$ cat src/hw/rtl/led_matrix_bitplane_scanner_defines.svh
// ----------------------------------------------------------------------------
// LED matrix bit-plane scanner: assertion macros
// Shared property wrappers clocked on clk and disabled while rst is high.
// ----------------------------------------------------------------------------
`ifndef LED_MATRIX_BITPLANE_SCANNER_DEFINES_SVH
`define LED_MATRIX_BITPLANE_SCANNER_DEFINES_SVH

// The consequent must hold in the same cycle as the antecedent.
`define LMBS_ASSERT_SAME(label, ante, cons, msg) \
  label: assert property (@(posedge clk) disable iff (rst) (ante) |-> (cons)) \
    else $error(msg);

// The consequent must hold in the cycle after the antecedent.
`define LMBS_ASSERT_NEXT(label, ante, cons, msg) \
  label: assert property (@(posedge clk) disable iff (rst) (ante) |=> (cons)) \
    else $error(msg);

`endif

$ cat src/hw/rtl/lmbs_pkg.sv
// ----------------------------------------------------------------------------
// LED matrix bit-plane scanner package
// Panel geometry, field widths and the structures passed between modules.
// ----------------------------------------------------------------------------
package lmbs_pkg;

  // Panel geometry
  localparam int PANEL_COLUMNS = 32;
  localparam int ROW_PAIRS     = 16;
  localparam int COLOUR_BITS   = 8;

  localparam int COL_W      = $clog2(PANEL_COLUMNS);
  localparam int PAIR_W     = $clog2(ROW_PAIRS);
  localparam int ROW_W      = PAIR_W + 1;
  localparam int PLANE_W    = 3;
  localparam int ADDR_OUT_W = 4;

  // Each half of the panel has its own store, addressed by {row pair, column}
  localparam int HALF_DEPTH = PANEL_COLUMNS * ROW_PAIRS;
  localparam int HALF_AW    = $clog2(HALF_DEPTH);

  // Stream widths
  localparam int IN_FIELDS_W = COL_W + ROW_W + 2 * COLOUR_BITS + PLANE_W;
  localparam int S_TDATA_W   = ((IN_FIELDS_W + 7) / 8) * 8;
  localparam int OUT_FIELDS_W = 6 + ADDR_OUT_W;
  localparam int M_TDATA_W    = ((OUT_FIELDS_W + 7) / 8) * 8;

  // Operation codes carried on s_axis_tuser
  localparam logic OP_WRITE = 1'b0;
  localparam logic OP_SHIFT = 1'b1;

  // Input payload, last field in the lowest bits
  typedef struct packed {
    logic [PLANE_W-1:0]     plane_sel;
    logic [COLOUR_BITS-1:0] blue_value;
    logic [COLOUR_BITS-1:0] red_value;
    logic [ROW_W-1:0]       pixel_row;
    logic [COL_W-1:0]       pixel_col;
  } in_data_t;

  // One frame store entry
  typedef struct packed {
    logic [COLOUR_BITS-1:0] red;
    logic [COLOUR_BITS-1:0] blue;
  } pixel_t;

  // Pixel write into one half of the store
  typedef struct packed {
    logic               valid;
    logic               lower;
    logic [HALF_AW-1:0] addr;
    pixel_t             pixel;
  } store_wr_t;

  // Scan position presented for the next shift step
  typedef struct packed {
    logic [PAIR_W-1:0]     pair;
    logic [COL_W-1:0]      col;
    logic                  end_of_row;
    logic [ADDR_OUT_W-1:0] drv_addr;
  } scan_req_t;

  // Result payload, last field in the lowest bits
  typedef struct packed {
    logic [ADDR_OUT_W-1:0] row_address;
    logic                  latch_pulse;
    logic                  shift_pulse;
    logic                  lower_blue;
    logic                  lower_red;
    logic                  upper_blue;
    logic                  upper_red;
  } result_t;

endpackage

$ cat src/hw/rtl/lmbs_scan_ctrl.sv
// ----------------------------------------------------------------------------
// LED matrix scan control
// Column and row pair counters and the row address driven on the panel.
// ----------------------------------------------------------------------------
module lmbs_scan_ctrl (
  input  logic                 clk,
  input  logic                 rst,
  input  logic                 step,
  output lmbs_pkg::scan_req_t  req
);
  import lmbs_pkg::*;

  logic [COL_W-1:0]      column_count;
  logic [PAIR_W-1:0]     row_pair_count;
  logic [ADDR_OUT_W-1:0] driven_address;
  logic                  end_of_row;

  assign end_of_row = (column_count == COL_W'(PANEL_COLUMNS - 1));

  // Current position for the next shift step.
  always_comb begin
    req.pair       = row_pair_count;
    req.col        = column_count;
    req.end_of_row = end_of_row;
    req.drv_addr   = driven_address;
  end

  // Advance the scan on every accepted shift step.
  always_ff @(posedge clk) begin
    if (rst) begin
      column_count   <= '0;
      row_pair_count <= '0;
      driven_address <= '0;
    end else if (step) begin
      if (end_of_row) begin
        column_count   <= '0;
        driven_address <= ADDR_OUT_W'(row_pair_count);
        if (row_pair_count == PAIR_W'(ROW_PAIRS - 1)) begin
          row_pair_count <= '0;
        end else begin
          row_pair_count <= row_pair_count + PAIR_W'(1);
        end
      end else begin
        column_count <= column_count + COL_W'(1);
      end
    end
  end

endmodule

$ cat config.mk
export PLATFORM = sky130hd
export DESIGN_NAME = lmbs_scan_ctrl
export DESIGN_NICKNAME = d
export VERILOG_FILES = /design/src/hw/rtl/led_matrix_bitplane_scanner_defines.svh /design/src/hw/rtl/lmbs_pkg.sv /design/src/hw/rtl/lmbs_scan_ctrl.sv
export SDC_FILE = /design/constraint.sdc
export NUM_CORES = 1
export LEC_CHECK = 0
export BUFFER_PORTS_ARGS = -buffer_cell sky130_fd_sc_hd__buf_2
export CAP_MARGIN = 20
export CORE_AREA = 2 2 39 41
export CTS_CLUSTER_DIAMETER = 60
export CTS_CLUSTER_SIZE = 28
export DETAILED_ROUTE_END_ITERATION = 16
export DIE_AREA = 0 0 41 43
export HOLD_SLACK_MARGIN = 0.05
export PLACE_DENSITY = 0.69
export SYNTH_ARGS = -nofsm -noshare
export SYNTH_HDL_FRONTEND = slang
export SYNTH_SLANG_ARGS = --single-unit
$ cat constraint.sdc
create_clock -name clk -period 2.1 [get_ports clk]
set_input_delay 0.105 -clock clk [delete_from_list [all_inputs] [get_ports clk]]
set_output_delay 0.105 -clock clk [all_outputs]
set_load 0.005 [all_outputs]
# Yosys cells after proc, flatten, opt, wreduce, memory -nomap -nowiden
# Index checks and enable logic that the tools add are counted.
# word_totals
out_inout_bits,14
word_cells,10
input_bits,3
reg_bits,13
# classes
n_eq_ne,2
n_mux,2
reduce_logical,1
addsub,2
# ops
operator,count
$add A5 B1 Y5 const B,1
$eq A5 B5 Y1 const B,1
$mux W5,1
$add A4 B1 Y4 const B,1
$eq A4 B4 Y1 const B,1
$mux W4,1
$reduce_and A2 Y1,1

# Depth between registers and ports, before layout
# Gate-level depths: netlist of run 1.
# depth
depth_word,2
depth_mapped,7
ltp_nobuf,6

# Worst setup path before layout of run 1
# No wires, ideal clock.
# synth_timing
path_type,flip-flop to flip-flop
startpoint,reg column_count[0]
endpoint,reg row_pair_count[0]
n_path_buf,1
slack_ns,0.433
arrival_ns,1.598
required_time_ns,2.030
stages_incl_launch_ff,8
setup_time_ns,0.070
path_cell_list,dfxtp_1 > ha_1 > and3_1 > ha_1 > buf_4 > nand2_1 > a311o_1 > a21oi_1
# synth_between
elab_chain_cells,2
# synth_rtl
element,line,source
"start, declared",lmbs_scan_ctrl.sv:13,logic [COL_W-1:0] column_count;
"start signal, assigned",lmbs_scan_ctrl.sv:44,column_count <= column_count + COL_W'(1);
$eq A5 B5 Y1,lmbs_scan_ctrl.sv:18,assign end_of_row = (column_count == COL_W'(PANEL_COLUMNS - 1));
$reduce_and A2 Y1 (no line),-,
"end signal, assigned",lmbs_scan_ctrl.sv:41,row_pair_count <= row_pair_count + PAIR_W'(1);
"end, declared",lmbs_scan_ctrl.sv:14,logic [PAIR_W-1:0] row_pair_count;
# Every way passes these cells.
# A chain may end at the register's enable or synchronous reset.

# Worst setup path after layout of run 1
# layout_timing
startpoint,reg column_count[0]
endpoint,reg row_pair_count[3]
# Same word-level chain as after synthesis.

==> results.tsv, run 1 <==
stage	metric	value	unit
outcome	status	finished, final reports clean	
cts	cts bufs inserted	3	
timing	f_max	517.8	MHz
yosys	Post-synth EDFFs	0	
cts	setup bufs post-CTS	0	
route	met1 wire length	585	um
route	DRT Wirelength	1258	um
route	Top Metal Used	met4	
power_and_ir_drop	Worst VDD drop	271.6	uV
critical_path	reg-to-reg startpoint	column_count[0]$_SDFFE_PP0P_	
cts	CTS H-tree lvls	1	
floorplanning	Initial Util	41.68	%
critical_path	CP Max Fanout	11	
placed_design	Cell Area, Placed	660.6	sq um
grt	total grt overflow	0	
route	post-route ant nets	0	
cts	number of hold buffers added after CTS	0	
timing	fin crit period	1931	ps
final_layout	final core utilization	49.64	%
critical_path	crit path kind	register to register	
worst_hold_path	worst hold stages	2	
critical_path	reg-to-reg slack, setup	170	ps
yosys	syn_nets	74	
worst_hold_path	Worst Hold Class	input pin to register	
timing	final-report setup violation count	0	
cts	Worst-Skew Late Latency	280	ps
cts	post-cts resize count	0	
yosys	synth cell count leaders	dfxtp_1, a21oi_1, nand2_1	
route	via count	534	
floorplanning	Die H	43	um
floorplanning	row count	14	
yosys	register area share after synthesis	45.12	%
critical_path	Arr. time, crit path	2150	ps
timing	Max-slew headroom	77.30	%
yosys	Mapped Area	576.8	sq um
timing	setup TNS	0	ps
timing	actual slew at the worst max-slew pin	340.5	ps
route	DRT iter0 DRCs	8	
yosys	Primary FF master, synth	dfxtp_1	
worst_hold_path	worst hold start	rst	
timing	Clock Skew	9.955	ps
route	Routed met2 length	600	um
power_and_ir_drop	Leak	0.0003089	uW
yosys	Area contributors post-synth	dfxtp_1, a21oi_1, ha_1, nand3_1, nand2_1	
placed_design	gpl congestion	0.7597	
yosys	number of distinct library cells after synthesis	21	
yosys	Seq cells post-synth	13	
worst_hold_path	hold path endpoint	column_count[4]$_SDFFE_PP0P_	
grt	vias in the first global route	471	
floorplanning	Die X	41	um
route	via/cell ratio	5.340	
grt	GRT Total Usage	17.19	%
route	WL/cell	12.58	um
power_and_ir_drop	PD cells	633.1	nW/um^2
timing	Slew Limit Fails	0	
critical_path	reg2reg path depth	6	
critical_path	CP endpoint kind	register	
floorplanning	core area	1384	sq um
grt	first-pass GRT wire length	2070	um
floorplanning	DIE AREA	1763	sq um
timing	final period utilization	91.97	%
cts	CTS tree	yes	
cts	clk slew on worst S/H paths	90	ps
route	drt drc	0	
timing	Hold Slack	145.9	ps
placed_design	I/O Buffers	16	
yosys	Gate Count Post-Synth	67	
critical_path	Req. time, crit path	2320	ps
timing	Final Hold Vio Count	0	
job	number of max-cap violations	0	
yosys	top-count cell post-synth	dfxtp_1	
floorplanning	Ports	17	
yosys	post-synth top area share	45.12	%
final_layout	synth-to-layout area growth	19.09	%
timing	unrepaired setup endpoints after global routing	false	
yosys	Yosys top cell by area	dfxtp_1	
cts	Clock Tree Root	clkbuf_4	
grt	initial antenna violation count	0	
final_layout	ant diodes	0	
placed_design	dpl hpwl	885.3	um
final_layout	Nets	92	
yosys	Synth async-reset ratio	0	%
route	metal3 WL	67	um
critical_path	FF-to-FF End	row_pair_count[3]$_SDFFE_PP0P_	
critical_path	CP startpoint kind	register	
final_layout	post-route cell area	686.9	sq um
cts	clock buffer depth	2	
route	DR pass1 iterations	4	
final_layout	layout cell share with drive strength beyond 1	25.00	%
cts	clock net sink count	13	
yosys	Mean Syn Cell Area	8.609	sq um
yosys	Ys Warns	0	
grt	pin count of the biggest net entering global routing	14	
[worst max-delay path by stage]
stage | start | to | slack, ps
CTS | column_count[0]$_SDFFE_PP0P_ | row_pair_count[3]$_SDFFE_PP0P_ | 180
detailed placement | column_count[0]$_SDFFE_PP0P_ | row_pair_count[3]$_SDFFE_PP0P_ | 180
floorplan | column_count[0]$_SDFFE_PP0P_ | row_pair_count[0]$_SDFFE_PP0P_ | 430
global placement | column_count[0]$_SDFFE_PP0P_ | row_pair_count[3]$_SDFFE_PP0P_ | 310
global route | column_count[0]$_SDFFE_PP0P_ | row_pair_count[3]$_SDFFE_PP0P_ | 6
finish | column_count[0]$_SDFFE_PP0P_ | row_pair_count[3]$_SDFFE_PP0P_ | 170
[placed cells by master (no fill, tap or decap)]
cell      instances
a31oi_1           1
and3_1            1
nor3b_1           1
or3_1             1
nor2_1            4
clkbuf_4          3
nand2_1           9
nand3_1           7
o21ai_0           3
nor4bb_1          1
a311o_1           1
buf_4             1
a21oi_1          12
dfxtp_1          13
inv_2             1
buf_2            16
clkbuf_1          1
ha_1              4
mux2i_1           1
or4_1             1
xor2_1            1
nand3b_1          1
[power breakdown]
| group | internal (uW) | switching [uW] | leakage [uW] | total (uW) |
|---|---|---|---|---|
| Combinational | 8.08 | 12.8 | 0.000189 | 20.9 |
| Sequential | 249 | 4.13 | 0.000105 | 253 |
| Clock | 73.6 | 87.1 | 0.0000150 | 161 |
[flip-flops by register name, summed over array words and instances (netlist names)]
register,count
row_pair_count,4
column_count,5
driven_address,4
[kinds of logic (layout without fill, tap and decap cells)]
kind of cell / after synthesis / count (layout) / synth area share, %
buf+inv: 5 / 22 / 4.769
fa+ha+maj: 4 / 4 / 8.677
compound gates: 17 / 17 / 15.84
xor+xnor: 1 / 1 / 1.519
mux: 1 / 1 / 1.735
simple gates: 26 / 26 / 22.34
flops: 13 / 13 / 45.12
[per-layer routing]
metal | vias to the layer above | GRT usage (%)
met1 | 246 | 23.36
met4 | 0 | 8.000
met3 | 2 | 3.141
met5 | - | 0
li1 | 272 | -
met2 | 14 | 25.31
[critical path: stages (launching register included)]
cell     delay [ps]
dfxtp_1         430
ha_1            210
and3_1          190
ha_1            360
nand3_1         170
or3_1           360
a21oi_1         150
[area by class of cell]
class / count / area (sq um)
Sequential cell: 13 / 260.3
Tap cell: 16 / 20.02
Clock buffer: 4 / 26.28
Fill cell: 146 / 696.9
Inverter: 1 / 3.754
Multi-Input combinational cell: 49 / 289.0
Timing Repair Buffer: 17 / 87.58
[stage by stage]
stage | power, uW | setup slack [ps] | std cells
2_1_floorplan | 271.1 | 432.7 | 67
3_3_place_gp | 279.1 | 311.9 | 96
3_5_place_dp | 279.4 | 182.8 | 96
4_1_cts | 438.7 | 184.4 | 100
5_1_grt | 450.7 | 5.917 | 100
6_report | 434.9 | 168.7 | 100
No activity file was read; power rests on OpenSTA's default activity.
==> run 2: changes to the inputs <==
Settings changed: ABC_AREA set to 1, PLACE_DENSITY 0.69 to 0.72.
==> results.tsv, run 2 <==
stage	metric	value	unit
critical_path	Req. time, crit path	2270	ps
yosys	Primary FF master, synth	dfxtp_1	
cts	CTS H-tree lvls	1	
power_and_ir_drop	Seq pwr share	58.6	%
critical_path	crit path kind	register to register	
critical_path	Crit path depth	9	
power_and_ir_drop	PD cells	601.1	nW/um^2
yosys	Post-synth EDFFs	0	
worst_hold_path	worst hold stages	2	
floorplanning	Die H	43	um
cts	cts bufs inserted	3	
yosys	number of distinct library cells after synthesis	20	
final_layout	largest registers	column_count x5, driven_address x4, row_pair_count x4	
floorplanning	Die X	41	um
cts	clk slew on worst S/H paths	80	ps
critical_path	slowest stage delay, CP	390	ps
power_and_ir_drop	part of the power in combinational logic	6.4	%
critical_path	reg2reg path depth	9	
timing	Max-slew headroom	82.96	%
yosys	Synth async-reset ratio	0	%
yosys	top-count cell post-synth	dfxtp_1	
timing	actual slew at the worst max-slew pin	253.6	ps
power_and_ir_drop	Clk pwr share	35.0	%
yosys	Gate Count Post-Synth	77	
grt	first-pass GRT wire length	1876	um
floorplanning	DIE AREA	1763	sq um
final_layout	layout cell share with drive strength beyond 1	28.42	%
final_layout	synth-to-layout area growth	17.41	%
timing	final period utilization	79.51	%
route	DR pass1 iterations	4	
timing	Hold Slack	73.97	ps
route	post-route ant nets	0	
critical_path	critical path's slowest cell	dfxtp_1	
final_layout	most frequent cells in the layout	buf_2, dfxtp_1, nand2_1	
yosys	syn_nets	84	
route	drt drc	0	
cts	Worst-Skew Late Latency	270	ps
floorplanning	Ports	17	
route	via/cell ratio	4.991	
cts	CTS tree	yes	
timing	Slew Limit Fails	0	
critical_path	Arr. time, crit path	1840	ps
yosys	Seq cells post-synth	13	
power_and_ir_drop	Worst VDD drop	327.8	uV
final_layout	max FFs per register	5	
cts	Clock Tree Root	clkbuf_4	
yosys	Yosys top cell by area	dfxtp_1	
cts	clock buffer depth	2	
final_layout	storage element area	260.3	sq um
final_layout	most common cell after layout, fill and taps aside	buf_2	
timing	fin crit period	1670	ps
placed_design	setup slack at placement	416.8	ps
yosys	Area contributors post-synth	dfxtp_1, ha_1, a21oi_1, nand2_1, nor2_1	
placed_design	gpl congestion	0.6909	
route	DRT iter0 DRCs	7	
timing	f_max	598.9	MHz
grt	GRT Total Usage	15.98	%
timing	Worst Slack Setup Final	430.3	ps
power_and_ir_drop	Psw	100.8	uW
floorplanning	Initial Util	44.67	%
critical_path	Worst Path Buf+Inv	1	
floorplanning	row count	14	
yosys	Ys Warns	0	
final_layout	Biggest register	column_count	
critical_path	crit-path leading delay family	simple AND/OR/NAND/NOR gates	
grt	initial antenna violation count	0	
final_layout	Nets	103	
cts	number of hold buffers added after CTS	0	
cts	post-cts resize count	0	
critical_path	CP startpoint kind	register	
grt	total grt overflow	0	
critical_path	cells along the critical path	ha_1 -> inv_1 -> nor3_1 -> ha_1 -> nand2_4 -> nor2_1 -> nand3_1 -> nand2_1 -> nor2_1	
timing	Clock Skew	7.107	ps
yosys	post-synth top area share	42.11	%
cts	setup bufs post-CTS	0	
power_and_ir_drop	Leak	0.0003706	uW
route	DRT Wirelength	1230	um
grt	pin count of the biggest net entering global routing	11	
final_layout	multi-input logic area	300.3	sq um
placed_design	dpl hpwl	928.3	um
cts	clock net sink count	13	
power_and_ir_drop	Sw Ratio	23.11	%
floorplanning	core area	1384	sq um
job	number of max-cap violations	0	
timing	setup TNS	0	ps
route	WL/cell	11.08	um
final_layout	ant diodes	0	
worst_hold_path	Worst Hold Class	input pin to register	
critical_path	CP Max Fanout	10	
critical_path	CP endpoint kind	register	
yosys	synth cell count leaders	dfxtp_1, nand2_1, nor2_1	
yosys	Mapped Area	618.1	sq um
yosys	Mean Syn Cell Area	8.027	sq um
yosys	register area share after synthesis	42.11	%
timing	final-report setup violation count	0	
timing	unrepaired setup endpoints after global routing	false	
grt	vias in the first global route	500	
timing	Final Hold Vio Count	0	
power_and_ir_drop	Int Pwr	335.4	uW
outcome	status	finished, final reports clean	
route	via count	554	
final_layout	Fillers	143	
placed_design	I/O Buffers	16	
-- run 2: cell families after synthesis --
logic type	share of synthesized area, %
fa+ha+maj	8.097
compound gates	17.21
flops	42.11
buf+inv	9.313
simple gates	23.28
-- run 2: final timing paths --
path | from | endpoint | slack [ps]
worst max-delay path | column_count[0]$_SDFFE_PP0P_ | row_pair_count[3]$_SDFFE_PP0P_ | 430
worst min-delay path | rst | driven_address[0]$_SDFFE_PP0P_ | 70
worst max register to register | column_count[0]$_SDFFE_PP0P_ | row_pair_count[3]$_SDFFE_PP0P_ | 430
worst min register to register | driven_address[1]$_SDFFE_PP0P_ | driven_address[1]$_SDFFE_PP0P_ | 470
-- run 2: layer usage --
layer	vias to the layer above	share of wire (%)	routed length (um)	track usage [%]
li1	287	-	-	-
met2	14	47	581	26.25
met1	249	44	547	16.45
met3	4	5.2	64	3.141
met5	-	0	0	0
met4	0	2.9	36	12.00
-- run 2: cell type report --
| type | count | area share (%) |
|---|---|---|
| clock buffer | 4 | 3.621 |
| inverter | 9 | 5.345 |
| multi-input combinational | 53 | 41.38 |
| sequential | 13 | 35.86 |
| tap | 16 | 2.759 |
| timing repair buffer | 16 | 11.03 |
-- run 2: power groups by stage --
stage	Clock [uW]	Sequential [uW]	Combinational [uW]
final	153	255	28.1
after global routing	169	256	31.8
after CTS	156	255	28.2
after detailed placement	0	261	28.1
after global placement	0	261	26.9
after floorplan	0	261	17.8
-- run 2: per-stage QoR --
stage	power [uW]	cell area [sq um]	utilization (%)	std cells
CTS	440.0	725.7	52.44	111
floorplan	279.0	618.1	-	77
global placement	287.6	699.4	50.54	107
global route	457.1	725.7	52.44	111
finish	436.2	725.7	52.44	111
detailed placement	289.3	699.4	50.54	107
