===== config.mk =====
export PLATFORM = sky130hd
export DESIGN_NAME = lmbs_result_stage
export DESIGN_NICKNAME = d
export VERILOG_FILES = /design/src/hw/rtl/led_matrix_bitplane_scanner_defines.svh /design/src/hw/rtl/lmbs_pkg.sv /design/src/hw/rtl/lmbs_result_stage.sv
export SDC_FILE = /design/constraint.sdc
export NUM_CORES = 1
export LEC_CHECK = 0
export BUFFER_PORTS_ARGS = -buffer_cell sky130_fd_sc_hd__buf_2
export CAP_MARGIN = 20
export CORE_UTILIZATION = 35
export CTS_BUF_LIST = sky130_fd_sc_hd__clkbuf_16
export CTS_CLUSTER_SIZE = 12
export DETAILED_ROUTE_END_ITERATION = 7
export GPL_ROUTABILITY_DRIVEN = 0
export PLACE_DENSITY_LB_ADDON = 0.05
export SLEW_MARGIN = 10
export SYNTH_ARGS = -nofsm -noshare
export SYNTH_HDL_FRONTEND = slang
export SYNTH_SLANG_ARGS = --single-unit

===== constraint.sdc =====
create_clock -name clk -period 1.51 [get_ports clk]
set_input_delay 0.302 -clock clk [delete_from_list [all_inputs] [get_ports clk]]
set_output_delay 0.302 -clock clk [all_outputs]
set_load 0.02 [all_outputs]

===== src/hw/rtl/led_matrix_bitplane_scanner_defines.svh =====
// ----------------------------------------------------------------------------
// LED matrix bit-plane scanner: assertion macros
// Shared property wrappers clocked on clk and disabled while rst is high.
// ----------------------------------------------------------------------------
`ifndef LED_MATRIX_BITPLANE_SCANNER_DEFINES_SVH
`define LED_MATRIX_BITPLANE_SCANNER_DEFINES_SVH

// The consequent must hold in the same cycle as the antecedent.
`define LMBS_ASSERT_SAME(label, ante, cons, msg) \
  label: assert property (@(posedge clk) disable iff (rst) (ante) |-> (cons)) \
    else $error(msg);

// The consequent must hold in the cycle after the antecedent.
`define LMBS_ASSERT_NEXT(label, ante, cons, msg) \
  label: assert property (@(posedge clk) disable iff (rst) (ante) |=> (cons)) \
    else $error(msg);

`endif


===== src/hw/rtl/lmbs_pkg.sv =====
// ----------------------------------------------------------------------------
// LED matrix bit-plane scanner package
// Panel geometry, field widths and the structures passed between modules.
// ----------------------------------------------------------------------------
package lmbs_pkg;

  // Panel geometry
  localparam int PANEL_COLUMNS = 32;
  localparam int ROW_PAIRS     = 16;
  localparam int COLOUR_BITS   = 8;

  localparam int COL_W      = $clog2(PANEL_COLUMNS);
  localparam int PAIR_W     = $clog2(ROW_PAIRS);
  localparam int ROW_W      = PAIR_W + 1;
  localparam int PLANE_W    = 3;
  localparam int ADDR_OUT_W = 4;

  // Each half of the panel has its own store, addressed by {row pair, column}
  localparam int HALF_DEPTH = PANEL_COLUMNS * ROW_PAIRS;
  localparam int HALF_AW    = $clog2(HALF_DEPTH);

  // Stream widths
  localparam int IN_FIELDS_W = COL_W + ROW_W + 2 * COLOUR_BITS + PLANE_W;
  localparam int S_TDATA_W   = ((IN_FIELDS_W + 7) / 8) * 8;
  localparam int OUT_FIELDS_W = 6 + ADDR_OUT_W;
  localparam int M_TDATA_W    = ((OUT_FIELDS_W + 7) / 8) * 8;

  // Operation codes carried on s_axis_tuser
  localparam logic OP_WRITE = 1'b0;
  localparam logic OP_SHIFT = 1'b1;

  // Input payload, last field in the lowest bits
  typedef struct packed {
    logic [PLANE_W-1:0]     plane_sel;
    logic [COLOUR_BITS-1:0] blue_value;
    logic [COLOUR_BITS-1:0] red_value;
    logic [ROW_W-1:0]       pixel_row;
    logic [COL_W-1:0]       pixel_col;
  } in_data_t;

  // One frame store entry
  typedef struct packed {
    logic [COLOUR_BITS-1:0] red;
    logic [COLOUR_BITS-1:0] blue;
  } pixel_t;

  // Pixel write into one half of the store
  typedef struct packed {
    logic               valid;
    logic               lower;
    logic [HALF_AW-1:0] addr;
    pixel_t             pixel;
  } store_wr_t;

  // Scan position presented for the next shift step
  typedef struct packed {
    logic [PAIR_W-1:0]     pair;
    logic [COL_W-1:0]      col;
    logic                  end_of_row;
    logic [ADDR_OUT_W-1:0] drv_addr;
  } scan_req_t;

  // Result payload, last field in the lowest bits
  typedef struct packed {
    logic [ADDR_OUT_W-1:0] row_address;
    logic                  latch_pulse;
    logic                  shift_pulse;
    logic                  lower_blue;
    logic                  lower_red;
    logic                  upper_blue;
    logic                  upper_red;
  } result_t;

endpackage


===== src/hw/rtl/lmbs_result_stage.sv =====
// ----------------------------------------------------------------------------
// LED matrix result stage
// Holds a shift step while its store read completes, then issues the shift
// result and, at the end of a row, the latch result into the output register.
// ----------------------------------------------------------------------------
module lmbs_result_stage (
  input  logic                           clk,
  input  logic                           rst,
  input  logic                           load,
  input  lmbs_pkg::scan_req_t            req,
  input  logic [lmbs_pkg::PLANE_W-1:0]   plane,
  input  lmbs_pkg::pixel_t               upper_q,
  input  lmbs_pkg::pixel_t               lower_q,
  output logic                           take,
  output logic                           out_valid,
  input  logic                           out_ready,
  output lmbs_pkg::result_t              out_data,
  output logic                           out_last
);
  import lmbs_pkg::*;

  // Step waiting on its read data
  logic                  s1_valid;
  logic                  s1_phase;
  logic                  s1_eor;
  logic [PAIR_W-1:0]     s1_pair;
  logic [ADDR_OUT_W-1:0] s1_drv;
  logic [PLANE_W-1:0]    s1_plane;

  logic                  out_free;
  logic                  s1_emit;
  logic                  s1_done;
  result_t               emit_data;
  logic                  emit_last;

  assign out_free = !out_valid || out_ready;
  assign s1_emit  = s1_valid && out_free;
  assign s1_done  = s1_emit && (!s1_eor || s1_phase);
  assign take     = !s1_valid || s1_done;

  // Shift result first, latch result second.
  always_comb begin
    emit_data = '0;
    if (s1_phase) begin
      emit_data.latch_pulse = 1'b1;
      emit_data.row_address = ADDR_OUT_W'(s1_pair);
      emit_last             = 1'b1;
    end else begin
      emit_data.upper_red   = upper_q.red[s1_plane];
      emit_data.upper_blue  = upper_q.blue[s1_plane];
      emit_data.lower_red   = lower_q.red[s1_plane];
      emit_data.lower_blue  = lower_q.blue[s1_plane];
      emit_data.shift_pulse = 1'b1;
      emit_data.row_address = s1_drv;
      emit_last             = !s1_eor;
    end
  end

  // Control of the holding stage and the output register.
  always_ff @(posedge clk) begin
    if (rst) begin
      s1_valid  <= 1'b0;
      s1_phase  <= 1'b0;
      out_valid <= 1'b0;
    end else begin
      if (load) begin
        s1_valid <= 1'b1;
        s1_phase <= 1'b0;
      end else if (s1_done) begin
        s1_valid <= 1'b0;
      end else if (s1_emit) begin
        s1_phase <= 1'b1;
      end
      if (s1_emit) begin
        out_valid <= 1'b1;
      end else if (out_ready) begin
        out_valid <= 1'b0;
      end
    end
  end

  // Payload registers.
  always_ff @(posedge clk) begin
    if (load) begin
      s1_eor   <= req.end_of_row;
      s1_pair  <= req.pair;
      s1_drv   <= req.drv_addr;
      s1_plane <= plane;
    end
    if (s1_emit) begin
      out_data <= emit_data;
      out_last <= emit_last;
    end
  end

endmodule


# Word level (Yosys, flattened, before mapping)
# Cells that the tools add are included.
# op_classes
n_lt_le_gt_ge,1
n_bitwise,1
reduce_logical,12
mux,15
# op_table
cell,n
binary-select mux 1 bit (select 3 bit),4
2-to-1 mux 1 bit,9
2-to-1 mux 5 bit,1
"< comparator 3 x 4 -> 1 bit, second input constant",1
2-to-1 mux 4 bit,1
nonzero test 2 bit,2
logical NOT 1 bit,3
logical OR 1 bit,3
logical AND 1 bit,2
AND reduction 2 bit,1
OR reduction 2 bit,1
NOT 1 bit,1
# word_totals
out_inout_bits,13
inputBits,53
reg_bits,26
wordCells,44

# Logic depth before layout (Yosys ltp)
# Gate-level depths: netlist of the first run.
# logic_depth
word_depth,6
depth_mapped,4
ltp_nobuf,3

# Least setup slack after synthesis of the first run
# OpenSTA, ideal clock, no wires.
# synth_path
path_type,reg-to-reg
start,reg s1_plane[1]
end,"reg out_data[0] (netlist bit), data pin"
setup_ps,258
arrival_time_ps,1129
setup_slack_ps,124
t_required_ps,1252
n_path_buf,1
path_stages_with_launch,5
period_less_slack_ps,1386
cell_sequence,edfxtp_1 buf_6 mux4_2 mux2i_1 nor2_1
# synth_via
elab_chain_cells,2
# synth_lines
element,line,source
"start, declared",lmbs_result_stage.sv:28,logic [PLANE_W-1:0] s1_plane;
"start signal, assigned",lmbs_result_stage.sv:88,s1_plane <= plane;
binary-select mux 1 bit (select 3 bit),lmbs_result_stage.sv:49,emit_data.upper_red = upper_q.red[s1_plane];
2-to-1 mux 1 bit (not written as such),lmbs_result_stage.sv:49,
"end signal, assigned",lmbs_result_stage.sv:91,out_data <= emit_data;
"end, declared",lmbs_result_stage.sv:17,"output lmbs_pkg::result_t out_data,"
# Every way passes these cells. The select of a mux whose other input is x is not followed.
# A chain may end at the register's enable or synchronous reset.

# Worst setup path in the final report of the first run
# layout_path
start,reg s1_plane[1]
end,"reg out_data[3] (netlist bit), data pin"
# layout_via
elab_chain_cells,2
# layout_lines
element,line,source
binary-select mux 1 bit (select 3 bit),lmbs_result_stage.sv:52,emit_data.lower_blue = lower_q.blue[s1_plane];
2-to-1 mux 1 bit (not written as such),lmbs_result_stage.sv:52,
# Every way passes these cells. The select of a mux whose other input is x is not followed.

==> results of run 1 <==
path summary, 6_finish.rpt:
check / from / to / cells past startpoint
hold / removal: plane[2] / s1_plane[2] / 1
setup / recovery: s1_plane[1] / out_data[3] / 4
setup reg to reg: s1_plane[1] / out_data[3] / 4
hold reg to reg: s1_valid / out_valid / 2
state kept, by name (all words and copies together), names as in the netlist:
name,count
out_data,10
out_last,1
out_valid,1
s1_drv,4
s1_eor,1
s1_pair,4
s1_phase,1
s1_plane,3
s1_valid,1
critical path, stage by stage, from the launching register on:
cell and delay, ns:
edfxtp_1 0.36, buf_4 0.16, mux4_2 0.50, mux2i_1 0.14
nor2_1 0.07
repair_timing:
action                     CTS  global route
hold endpoints to repair     0             0
resized for setup            0             1
setup endpoints to repair    0             4
kinds of logic (layout without fill, tap and decap cells):
group / count (synthesis) / in the layout / synth area share, %
AO/OA/AOI/OAI: 4 / 4 / 2.131
buffers and inverters: 7 / 70 / 3.363
flip-flops: 26 / 26 / 67.26
multiplexers: 16 / 16 / 23.77
AND/OR/NAND/NOR: 8 / 8 / 3.475
cells in the final DEF, fill, tap and decap left out:
cell,netlist,final
a21o_1,1,1
a21oi_1,2,2
a31oi_1,1,1
and2_1,1,1
buf_2,2,60
buf_4,0,2
buf_6,1,1
bufinv_16,0,1
clkbuf_16,0,3
dfxtp_1,3,3
edfxtp_1,23,23
inv_1,3,3
mux2_2,4,4
mux2i_1,4,4
mux4_2,8,8
nand2b_1,2,2
nor2_1,4,4
nor3_1,1,1
routing by layer:
| layer | wire length (um) | vias to the layer above |
|---|---|---|
| li1 | - | 365 |
| met5 | 0 | - |
| met1 | 844 | 333 |
| met2 | 945 | 31 |
| met3 | 159 | 2 |
| met4 | 13 | 0 |
where the power goes:
part | switching, mW | internal (mW)
logic | 0.103 | 0.133
clock network | 0.227 | 0.527
registers | 0.0234 | 0.847
total | 0.353 | 1.51
final cells by class:
| type | instances | area, sq um |
|---|---|---|
| multi-input cells | 28 | 327.8 |
| clock buffers | 3 | 75.07 |
| inverters | 3 | 11.26 |
| well taps | 44 | 55.05 |
| flip-flops and latches | 26 | 750.7 |
| repair buffers | 63 | 326.6 |
| fillers | 272 | 1451 |
| clock inverters | 1 | 30.03 |
==> results.md, run 1 <==
- The flow ran to the end, and the final reports show no timing, DRC or antenna violations.
- In this run the clock root is driven by a clkbuf_16.
- In this run the number of H-tree levels came out at 1.
- The number of antenna diodes is 0.
- The CTS clock-pin slew for the worst setup and hold paths is 0.06 ns.
- For the worst setup path, the data arrival time is ~1.5 ns.
- Once detail routing completed, the nets flagged for antenna violations numbered 0.
- The via count of the first global-routing pass is around 630.
- The global-route usage over all layers is between 10% and 20%.
- The post-route clock skew is around 0.0021 ns.
- The start-to-end type of the worst setup path is reg -> reg.
- The synthesized design spends more area on one cell type than any other, namely edfxtp_1.
- The worst hold path belongs to the class in -> reg.
- The final setup TNS is 0 ns.
- The die is a little under 60 um tall.
- The post-synthesis net count is 114.
- The worst pin sits at a relative slew slack of around 65%.
- Derived from the worst setup path, the maximum achievable clock frequency is 680.5 MHz.
- The iteration-0 DRC count of the detailed router is 7.
- The final wirelength is around 2000 um.
- STA classifies the critical path startpoint as a flip-flop.
- The first detailed-routing pass ran for 4 iterations.
- The clock drives 26 sinks.
- The max-slew violation count is 0.
- Setup repair after global routing could not meet its margin everywhere.
- The source-to-sink clock delay at the later pin of the worst-skew pair is about 0.25 ns.
- The layer flagged by global routing as most heavily used is met2.
- The commonest cells after synthesis are edfxtp_1, mux4_2, mux2_2, mux2i_1, nor2_1.
- Counting the buffers created by CTS gives 3.
- The ratio of cells with drive above 1 in the final layout is around 64%.
- The global-route met3 utilization is about 3.1%.
- Of the post-synthesis cell area, the dominant cell type holds 61.88%.
- The smallest setup slack after layout is approximately 0.040 ns.
- In the global route stage, met1 resource usage came out at 16.11%.
- Relative to the synthesized area, the layout overhead comes to 41.26%.
- Power spread over the standard cell area amounts to 1180 nW/um^2.
- The worst path uses 97.32% of the clock period.
- The number of placed instances, taps included is between 150 and 200.
- The total vias in the final route is approximately 730.
- The effective utilization at floorplan is 36.86%.
- The share of async-settable or async-resettable flops after synthesis is 0%.
- The sequential-to-total area share from yosys stat is between 60% and 70%.
- The setup check on the worst reg-to-reg path leaves a slack of between 0.04 and 0.05 ns.
- The post-synthesis cell area is 1116 sq um.
- Yosys instantiated no cell more often than edfxtp_1.
- Buffers inserted to repair hold after CTS numbered 0.
- The gate count after technology mapping is 61.
- The number of design rule violations left after detail routing is 0.
- The post-layout net count is between 150 and 200.
- The Yosys step of the flow raised 0 warnings.
- The worst-case clock buffer depth is 2.
- The number of rows in the core area is 20.
- The die footprint is between 3000 and 4000 sq um.
- The data required time of the critical path is around 1.5 ns.
- The count of placed standard cells in the final layout, fillers left out is approximately 170.
- The minimum hold slack is 0.2176 ns.
- After synthesis, the netlist uses 16 different library cells.
- The count of port buffers added during placement is 60.
- In the synthesized netlist the dominant register cell turns out to be edfxtp_1.
- The wire length of the first global-routing pass is approximately 3000 um.
- The number of antenna violations at the first check in global routing was 0.
- At the pin with the least slew margin, the transition time is roughly 0.53 ns.
- The clock tree from TritonCTS is done.
- Timing analysis after detailed placement gives a worst setup slack of between 0.05 and 0.06 ns.
- The final design utilization is 52.07%.
- The count of final hold-check violations is 0.
- The number of flops mapped to enable cells by yosys is 23.
- For met2 alone, demand over resource in global routing was between 10% and 20%.
- For this design the static power due to leakage is around 0.67 nW.
- Summed over all layers, the global routing overflow is 0.
- In this run, synthesis produced a sequential element count of 26.
- The core region is about 3000 sq um.
- The detail-routed net length per standard cell is 11.68 um.
- The worst path needs ~1.5 ns of the cycle, external delays included.
- Total power for the finished layout comes to about 1.9 mW.
- Along the worst path, the maximum fanout reaches 4.
- After detailed placement, the total cell area comes to roughly 1500 sq um.
- The mean instance size in the synthesized netlist is around 18 sq um.
- The peak supply drop is about 0.6 mV.
- The post-CTS setup repair buffer count is 0.
- Across the run, the number of max-cap violations was 0.
- The number of endpoints failing setup at the final stage is 0.
- The x dimension of the die is 58.47 um.
- The final cell area excluding filler cells is about 1600 sq um.
- 66 I/O pins were placed.
- Entering global routing, the biggest net connects 16 pins.
- The via density per instance is approximately 4.4.
- Sorting the synthesized cells by area gives the leading types as edfxtp_1, mux4_2, dfxtp_1, mux2_2, mux2i_1.
- STA classifies the critical path endpoint as a flip-flop.
Note: power is estimated with default switching activity, not from simulation.
==> inputs of run 2 (changes only) <==
--- a/config.mk
+++ b/config.mk
@@ -12,6 +12,7 @@
 export CTS_CLUSTER_SIZE = 12
 export DETAILED_ROUTE_END_ITERATION = 7
 export GPL_ROUTABILITY_DRIVEN = 0
+export GPL_TIMING_DRIVEN = 0
 export PLACE_DENSITY_LB_ADDON = 0.05
 export SLEW_MARGIN = 10
 export SYNTH_ARGS = -nofsm -noshare
==> run 2 against run 1 <==
Non-clock buffer count grew 1. Design area unchanged. Count of clock-buffer cells in the layout stayed put. Clock power hardly changed. Critical path depth did not move. Fmax fell by 0.23%. Core utilization is the same. Global-route usage fell by 0.37 points. Worst setup slack worse by 0.0034 ns. Routed wire length grew 0.20%.
==> results.md, run 2 (synthesis gave the netlist of run 1 again) <==
- The via density per instance is 4.420 (+1.6%).
- The worst-path maximum fanout was 8 (+4).
- The combined area of the multi-input logic cells is 327.8 sq um (unchanged).
- The post-route clock skew is 0.002793 ns (+0.0006917 ns).
- The TritonCTS buffer count is 3 (unchanged).
- The kind of capture point of the worst setup path is a flip-flop.
- The number of nets still failing antenna checks after routing came to 0 (unchanged).
- Setup repair after global routing could not meet its margin everywhere.
- The number of antenna diodes is 0 (unchanged).
- The number of design rule violations left after detail routing is 0 (unchanged).
- The placeable core region is 3028 sq um (unchanged).
- In the layout the commonest cells are buf_2, edfxtp_1, mux4_2.
- The die footprint is 3419 sq um (unchanged).
- The relative area change from synthesis to final layout is 41.26% (unchanged).
- The flip-flop count of the largest register, all copies and words added is 10 (unchanged).
- In this run the critical register-to-register path is captured at out_data[3].
- The worst reg2reg path depth was 4 (unchanged).
- The worst slew margin relative to its limit is 64.79% (+0.18 points).
- The count of final hold-check violations was 0 (unchanged).
- The effective utilization at floorplan is 36.86% (unchanged).
- The depth of the worst hold-timing path was 1 (unchanged).
- The peak supply drop is 0.6411 mV (+8.0%).
- The launch instance of the worst register-to-register path is s1_plane[1].
- The number of rows in the core area is 20 (unchanged).
- Summed over all nets, the half-perimeter wirelength after detailed placement is around 1500 um.
- The type of origin of the critical path is a flip-flop.
- The ratio of cells with drive above 1 in the final layout is 64.00% (+0.29 points).
- The total vias in the final route is 747 (+2.2%).
- The number of endpoints failing setup at the final stage was 0 (unchanged).
- The x dimension of the die was 58.47 um (unchanged).
- The cts-stage hold buffer count was 0 (unchanged).
- The max-slew violation count is 0 (unchanged).
- The wire length of the first global-routing pass is 2939 um (-0.24%).
- The final setup TNS is 0 ns (unchanged).
- The I/O pin count is 66 (unchanged).
- The number of antenna violations at the first check in global routing is 0 (unchanged).
- The via count of the first global-routing pass is 690 (+9.2%).
- The number of iterations in the first detailed-routing pass is 4 (unchanged).
- The power density of the placed cells was 1180 nW/um^2 (about the same).
- The reg-to-reg setup timing slack is 0.04 ns (about the same).
- The post-cts resize count is 0 (unchanged).
- The final-layout fill cell count is 257 (-5.5%).
- The smallest setup slack after layout is 0.03712 ns (-0.003373 ns).
- The count of maximum capacitance violations was 0 (unchanged).
- The register area came to 750.7 sq um (unchanged).
- The worst-case clock buffer depth is 2 (unchanged).
- In the final layout, the registers with the most flip-flops are out_data x10, s1_drv x4, s1_pair x4.
- The time the final worst path needs with I/O delays and setup was 1.473 ns (+0.003373 ns).
- Tracing the worst setup path back leads to its startpoint at s1_plane[1].
- The worst setup path is of the reg -> reg kind.
- The flow ran to the end, and the final reports show no timing, DRC or antenna violations.
- The largest net degree at the start of global routing is 16 (unchanged).
- The register containing the most flip-flops in the final layout is out_data.
- The arrival time at the worst endpoint is 1.48 ns (about the same).
- TritonCTS built the clock tree.
- Clock tree synthesis selected as its root buffer the cell clkbuf_16.
- The detail-routed net length per standard cell is 11.64 um (-0.39%).
- The endpoint of the most critical setup path is out_data[3].
- The clock sink count is 26 (unchanged).
- The CTS clock-pin slew for the worst setup and hold paths was 0.06 ns (about the same).
- The die outline height is 58.47 um (unchanged).
- The final clock period utilization by the worst path came to 97.54% (+0.22 points).
- The final wirelength was 1967 um (+0.20%).
- The global-route usage over all layers was 11.79% (-0.37 points).
- The iteration-0 DRC count of the detailed router is 23 (+16).
- The tightest min-delay check is of the in -> reg type.
- The post-layout net count came to 179 (+0.56%).
- The commonest non-fill, non-tap cell in the layout is buf_2.
- The total grt overflow is 0 (unchanged).
- The maximum operating frequency was 678.9 MHz (-0.23%).
- The worst slack at placement is 0.009258 ns (-0.04146 ns).
- The data required time of the critical path was 1.51 ns (about the same).
- The number of H-tree branching levels came to 1 (unchanged).
- The slew at the pin closest to its max-slew limit came to 0.5281 ns (-0.002645 ns).
- The source-to-sink clock delay at the later pin of the worst-skew pair is 0.25 ns (about the same).
- The leakage component of the power was 0.6708 nW (+0.50%).
- The count of port buffers added during placement is 60 (unchanged).
-- run 2: cell count changes in the layout (fill, tap and decap cells not counted), sizes merged --
cell / delta
clkbuf: +1
-- run 2: worst min path at each step --
stage,start,slack [ns],end
CTS,plane[2],0.21,s1_plane[2]
detailed placement,s1_phase,0.44,out_data[5]
global placement,s1_phase,0.43,out_data[5]
global route,plane[2],0.20,s1_plane[2]
floorplan,rst,0.37,out_valid
finish,plane[2],0.22,s1_plane[2]
-- run 2: cell type report --
class	instances	share of cell area, %
well taps	44	3.492
clock inverters	1	1.905
plain buffers	4	1.667
clock buffers	3	4.762
flip-flops and latches	26	47.62
multi-input cells	28	20.79
repair buffers	60	19.05
inverters	3	0.7143
-- run 2: per-layer routing --
| layer | vias up | part of all wire (%) | global-route usage, % |
|---|---|---|---|
| li1 | 366 | - | - |
| met1 | 344 | 44 | 15.54 |
| met2 | 35 | 48 | 17.90 |
| met3 | 2 | 6.9 | 3.956 |
| met4 | 0 | 0.66 | 5.102 |
| met5 | - | 0 | 0 |
-- run 2: timing repair --
item / in CTS / in global routing
setup buffers: 0 / 0
endpoints found under the setup margin: 0 / 4
hold endpoints to repair: 0 / 0
-- run 2: per-stage QoR --
stage	std cells	hold WS, ns	utilization [%]	cell area, sq um	power [mW]
global placement	165	0.4306	48.60	1471	1.119
CTS	169	0.2133	52.07	1577	1.879
global route	169	0.2048	52.07	1577	1.935
detailed placement	165	0.4442	48.60	1471	1.125
floorplan	61	0.3711	-	1116	1.020
finish	169	0.2170	52.07	1577	1.860
-- run 2: power by group --
| group | switching [mW] | internal, mW |
|---|---|---|
| sequential | 0.0126 | 0.846 |
| clock | 0.228 | 0.527 |
| combinational | 0.114 | 0.133 |
| total | 0.355 | 1.51 |
-- run 2: critical path, cell delays in order, from the launching register on --
cell      delay, ns
edfxtp_1       0.34
buf_6          0.16
mux4_2         0.51
mux2i_1        0.15
nor2_1         0.06
==> inputs of run 3 (changes only) <==
--- a/config.mk
+++ b/config.mk
@@ -7,6 +7,7 @@
 export LEC_CHECK = 0
 export BUFFER_PORTS_ARGS = -buffer_cell sky130_fd_sc_hd__buf_2
 export CAP_MARGIN = 20
+export CORE_MARGIN = 5
 export CORE_UTILIZATION = 35
 export CTS_BUF_LIST = sky130_fd_sc_hd__clkbuf_16
 export CTS_CLUSTER_SIZE = 12
==> run 3 against run 2 <==
Global-route usage decreased by 2.3 points. Count of clock-buffer cells in the layout stayed put. Sequential power hardly changed. Critical path depth stayed put. Design area unchanged. Sequential share of layout area unchanged. Via count rose by 0.13%. Fmax up 0.35%. Worst hold slack improved by 0.0010 ns. Critical path type unchanged. Critical endpoint is now out_data[1]. Largest cell class unchanged. Largest power group unchanged. Highest routed layer unchanged.
==> results.md, run 3 (synthesis gave the netlist of run 1 again) <==
- The run finished with clean final reports.
- The worst slew margin relative to its limit was 65.57% (+0.78 points).
- The die outline height is 66.47 um (+14%).
- The worst-case clock buffer depth came to 2 (unchanged).
- The kind of capture point of the worst setup path is a flip-flop.
- The worst hold-check path type is in -> reg.
- The endpoint of the most critical setup path is out_data[1].
- The final-layout fill cell count is 289 (+12%).
- The x dimension of the die was 66.47 um (+14%).
- The power density of the placed cells was 1178 nW/um^2 (-0.17%).
- The via density per instance came to 4.426 (+0.13%).
- The placeable core region was 3053 sq um (+0.83%).
- Setup repair after global routing could not meet its margin everywhere.
- The start-to-end type of the worst setup path is reg -> reg.
- The count of final hold-check violations was 0 (unchanged).
- The data required time of the critical path is 1.52 ns (about the same).
- Walking the worst path, the cells encountered are buf_6 > mux4_2 > mux2i_1 > nor2_1.
- The worst reg2reg path depth was 4 (unchanged).
- The smallest setup slack after layout is 0.04218 ns (+0.005066 ns).
- The detail-routed net length per standard cell is 12.60 um (+8.3%).
- The number of logic stages on the critical path including buffering came to 4 (unchanged).
- The final clock period utilization by the worst path was 97.21% (-0.34 points).
- The final design utilization is 51.64% (-0.43 points).
- The worst slack at placement is 0.02941 ns (+0.02015 ns).
- The count of maximum capacitance violations is 0 (unchanged).
- The post-cts resize count is 0 (unchanged).
- The number of antenna diodes is 0 (unchanged).
- The number of rows in the core area is 20 (unchanged).
- The library cell contributing the largest single delay on the critical path is mux4_2.
- The wire length of the first global-routing pass is 3132 um (+6.6%).
- The total grt overflow came to 0 (unchanged).
- The commonest non-fill, non-tap cell in the layout is buf_2.
- The iteration-0 DRC count of the detailed router was 18 (-22%).
- The I/O pin count was 66 (unchanged).
- The largest registers in the layout are out_data x10, s1_drv x4, s1_pair x4.
- The worst register-to-register path ends at out_data[1].
- The count of port buffers added during placement is 60 (unchanged).
- The total power of the final layout was 1.857 mW (-0.17%).
- The global-route usage over all layers is 9.541% (-2.3 points).
- The relative area change from synthesis to final layout was 41.26% (unchanged).
- The flip-flop count of the largest register, all copies and words added came to 10 (unchanged).
- The launching element of the worst setup path is s1_plane[1].
- The number of H-tree branching levels is 1 (unchanged).
- The detailed placer's ending HPWL is 1727 um (+13%).
- The library cells used most frequently in the layout, excluding fill and tap cells, are buf_2, edfxtp_1, mux4_2.
- The number of iterations in the first detailed-routing pass is 4 (unchanged).
- The peak supply drop is 0.7718 mV (+20%).
- The via count of the first global-routing pass is 726 (+5.2%).
- The number of placed instances, taps included is 165 (unchanged).
- The total vias in the final route is 748 (+0.13%).
- The post-route clock skew is 0.002285 ns (-0.0005078 ns).
- The number of design rule violations left after detail routing is 0 (unchanged).
- The final wirelength was 2130 um (+8.3%).
- The clock sink count is 26 (unchanged).
- The maximum operating frequency is 681.3 MHz (+0.35%).
- The number of endpoints failing setup at the final stage is 0 (unchanged).
- The worst-path maximum fanout is 8 (unchanged).
- STA classifies the critical path startpoint as a flip-flop.
- The CTS clock-pin slew for the worst setup and hold paths is 0.06 ns (about the same).
- The post-CTS setup repair buffer count is 0 (unchanged).
- The number of nets still failing antenna checks after routing is 0 (unchanged).
- In this design, the largest share of critical-path delay is due to multiplexers.
- The count of placed standard cells in the final layout, fillers left out is 169 (unchanged).
- The combined buffer and inverter count along the critical path is 1 (unchanged).
- In this run the clock root is driven by a clkbuf_16.
- The post-layout net count was 179 (unchanged).
- The clock tree from TritonCTS is done.
- In this run the critical register-to-register path is launched from s1_plane[1].
- The peak per-stage delay on the critical path is 0.51 ns (about the same).
- The arrival time at the worst endpoint was 1.47 ns (about the same).
- The TritonCTS buffer count came to 3 (unchanged).
- The leakage component of the power is 0.6708 nW (unchanged).
- The largest net degree at the start of global routing was 16 (unchanged).
- The slew at the pin closest to its max-slew limit is 0.5165 ns (-0.01163 ns).
- The cts-stage hold buffer count came to 0 (unchanged).
- The source-to-sink clock delay at the later pin of the worst-skew pair was 0.25 ns (about the same).
- The number of antenna violations at the first check in global routing came to 0 (unchanged).
- The max-slew violation count is 0 (unchanged).
- The die footprint is 4418 sq um (+29%).
- The ratio of cells with drive above 1 in the final layout is 64.00% (unchanged).
- The effective utilization at floorplan is 36.56% (-0.30 points).
- out_data holds more flip-flops than any other register.
- The reg-to-reg setup timing slack came to 0.04 ns (about the same).
- The time the final worst path needs with I/O delays and setup is 1.468 ns (-0.005066 ns).
-- run 3: per-layer routing --
| metal | global-route usage (%) | up-vias | share of wire, % |
|---|---|---|---|
| met1 | 11.06 | 354 | 36 |
| met4 | 3.807 | 0 | 1.2 |
| met2 | 15.86 | 26 | 54 |
| met5 | 0 | - | 0 |
| li1 | - | 366 | - |
| met3 | 3.541 | 2 | 8.4 |
-- run 3: area by class of cell --
type                       count  area, sq um  share of cell area (%)
buffer                         4        26.28                   1.667
clock buffer                   3        75.07                   4.762
clock inverter                 1        30.03                   1.905
inverter                       3        11.26                  0.7143
multi-input combinational     28        327.8                   20.79
sequential                    26        750.7                   47.62
tap                           44        55.05                   3.492
timing repair buffer          60        300.3                   19.05
-- run 3: metrics by stage --
step,instance area (sq um),hold WS (ns),setup TNS (ns)
6_report,1577,0.2181,0
4_1_cts,1577,0.2143,0
2_1_floorplan,1116,0.3711,0
3_3_place_gp,1471,0.4326,0
5_1_grt,1577,0.2111,-0.1556
3_5_place_dp,1471,0.4358,0
-- run 3: power by group --
| part | internal (mW) | total [mW] | switching (mW) |
|---|---|---|---|
| combinational | 0.132 | 0.244 | 0.111 |
| sequential | 0.846 | 0.859 | 0.0132 |
| clock | 0.527 | 0.754 | 0.227 |
-- run 3: how the worst min path moves through the flow --
| stage | slack, ns | start | cells past startpoint | end |
|---|---|---|---|---|
| 6_report | 0.22 | plane[1] | 1 | s1_plane[1] |
| 5_1_grt | 0.21 | req[2] | 1 | s1_drv[2] |
| 4_1_cts | 0.21 | req[12] | 1 | s1_pair[2] |
| 3_5_place_dp | 0.44 | s1_phase | 0 | out_data[5] |
| 3_3_place_gp | 0.43 | s1_phase | 0 | out_data[5] |
| 2_1_floorplan | 0.37 | rst | 1 | out_valid |
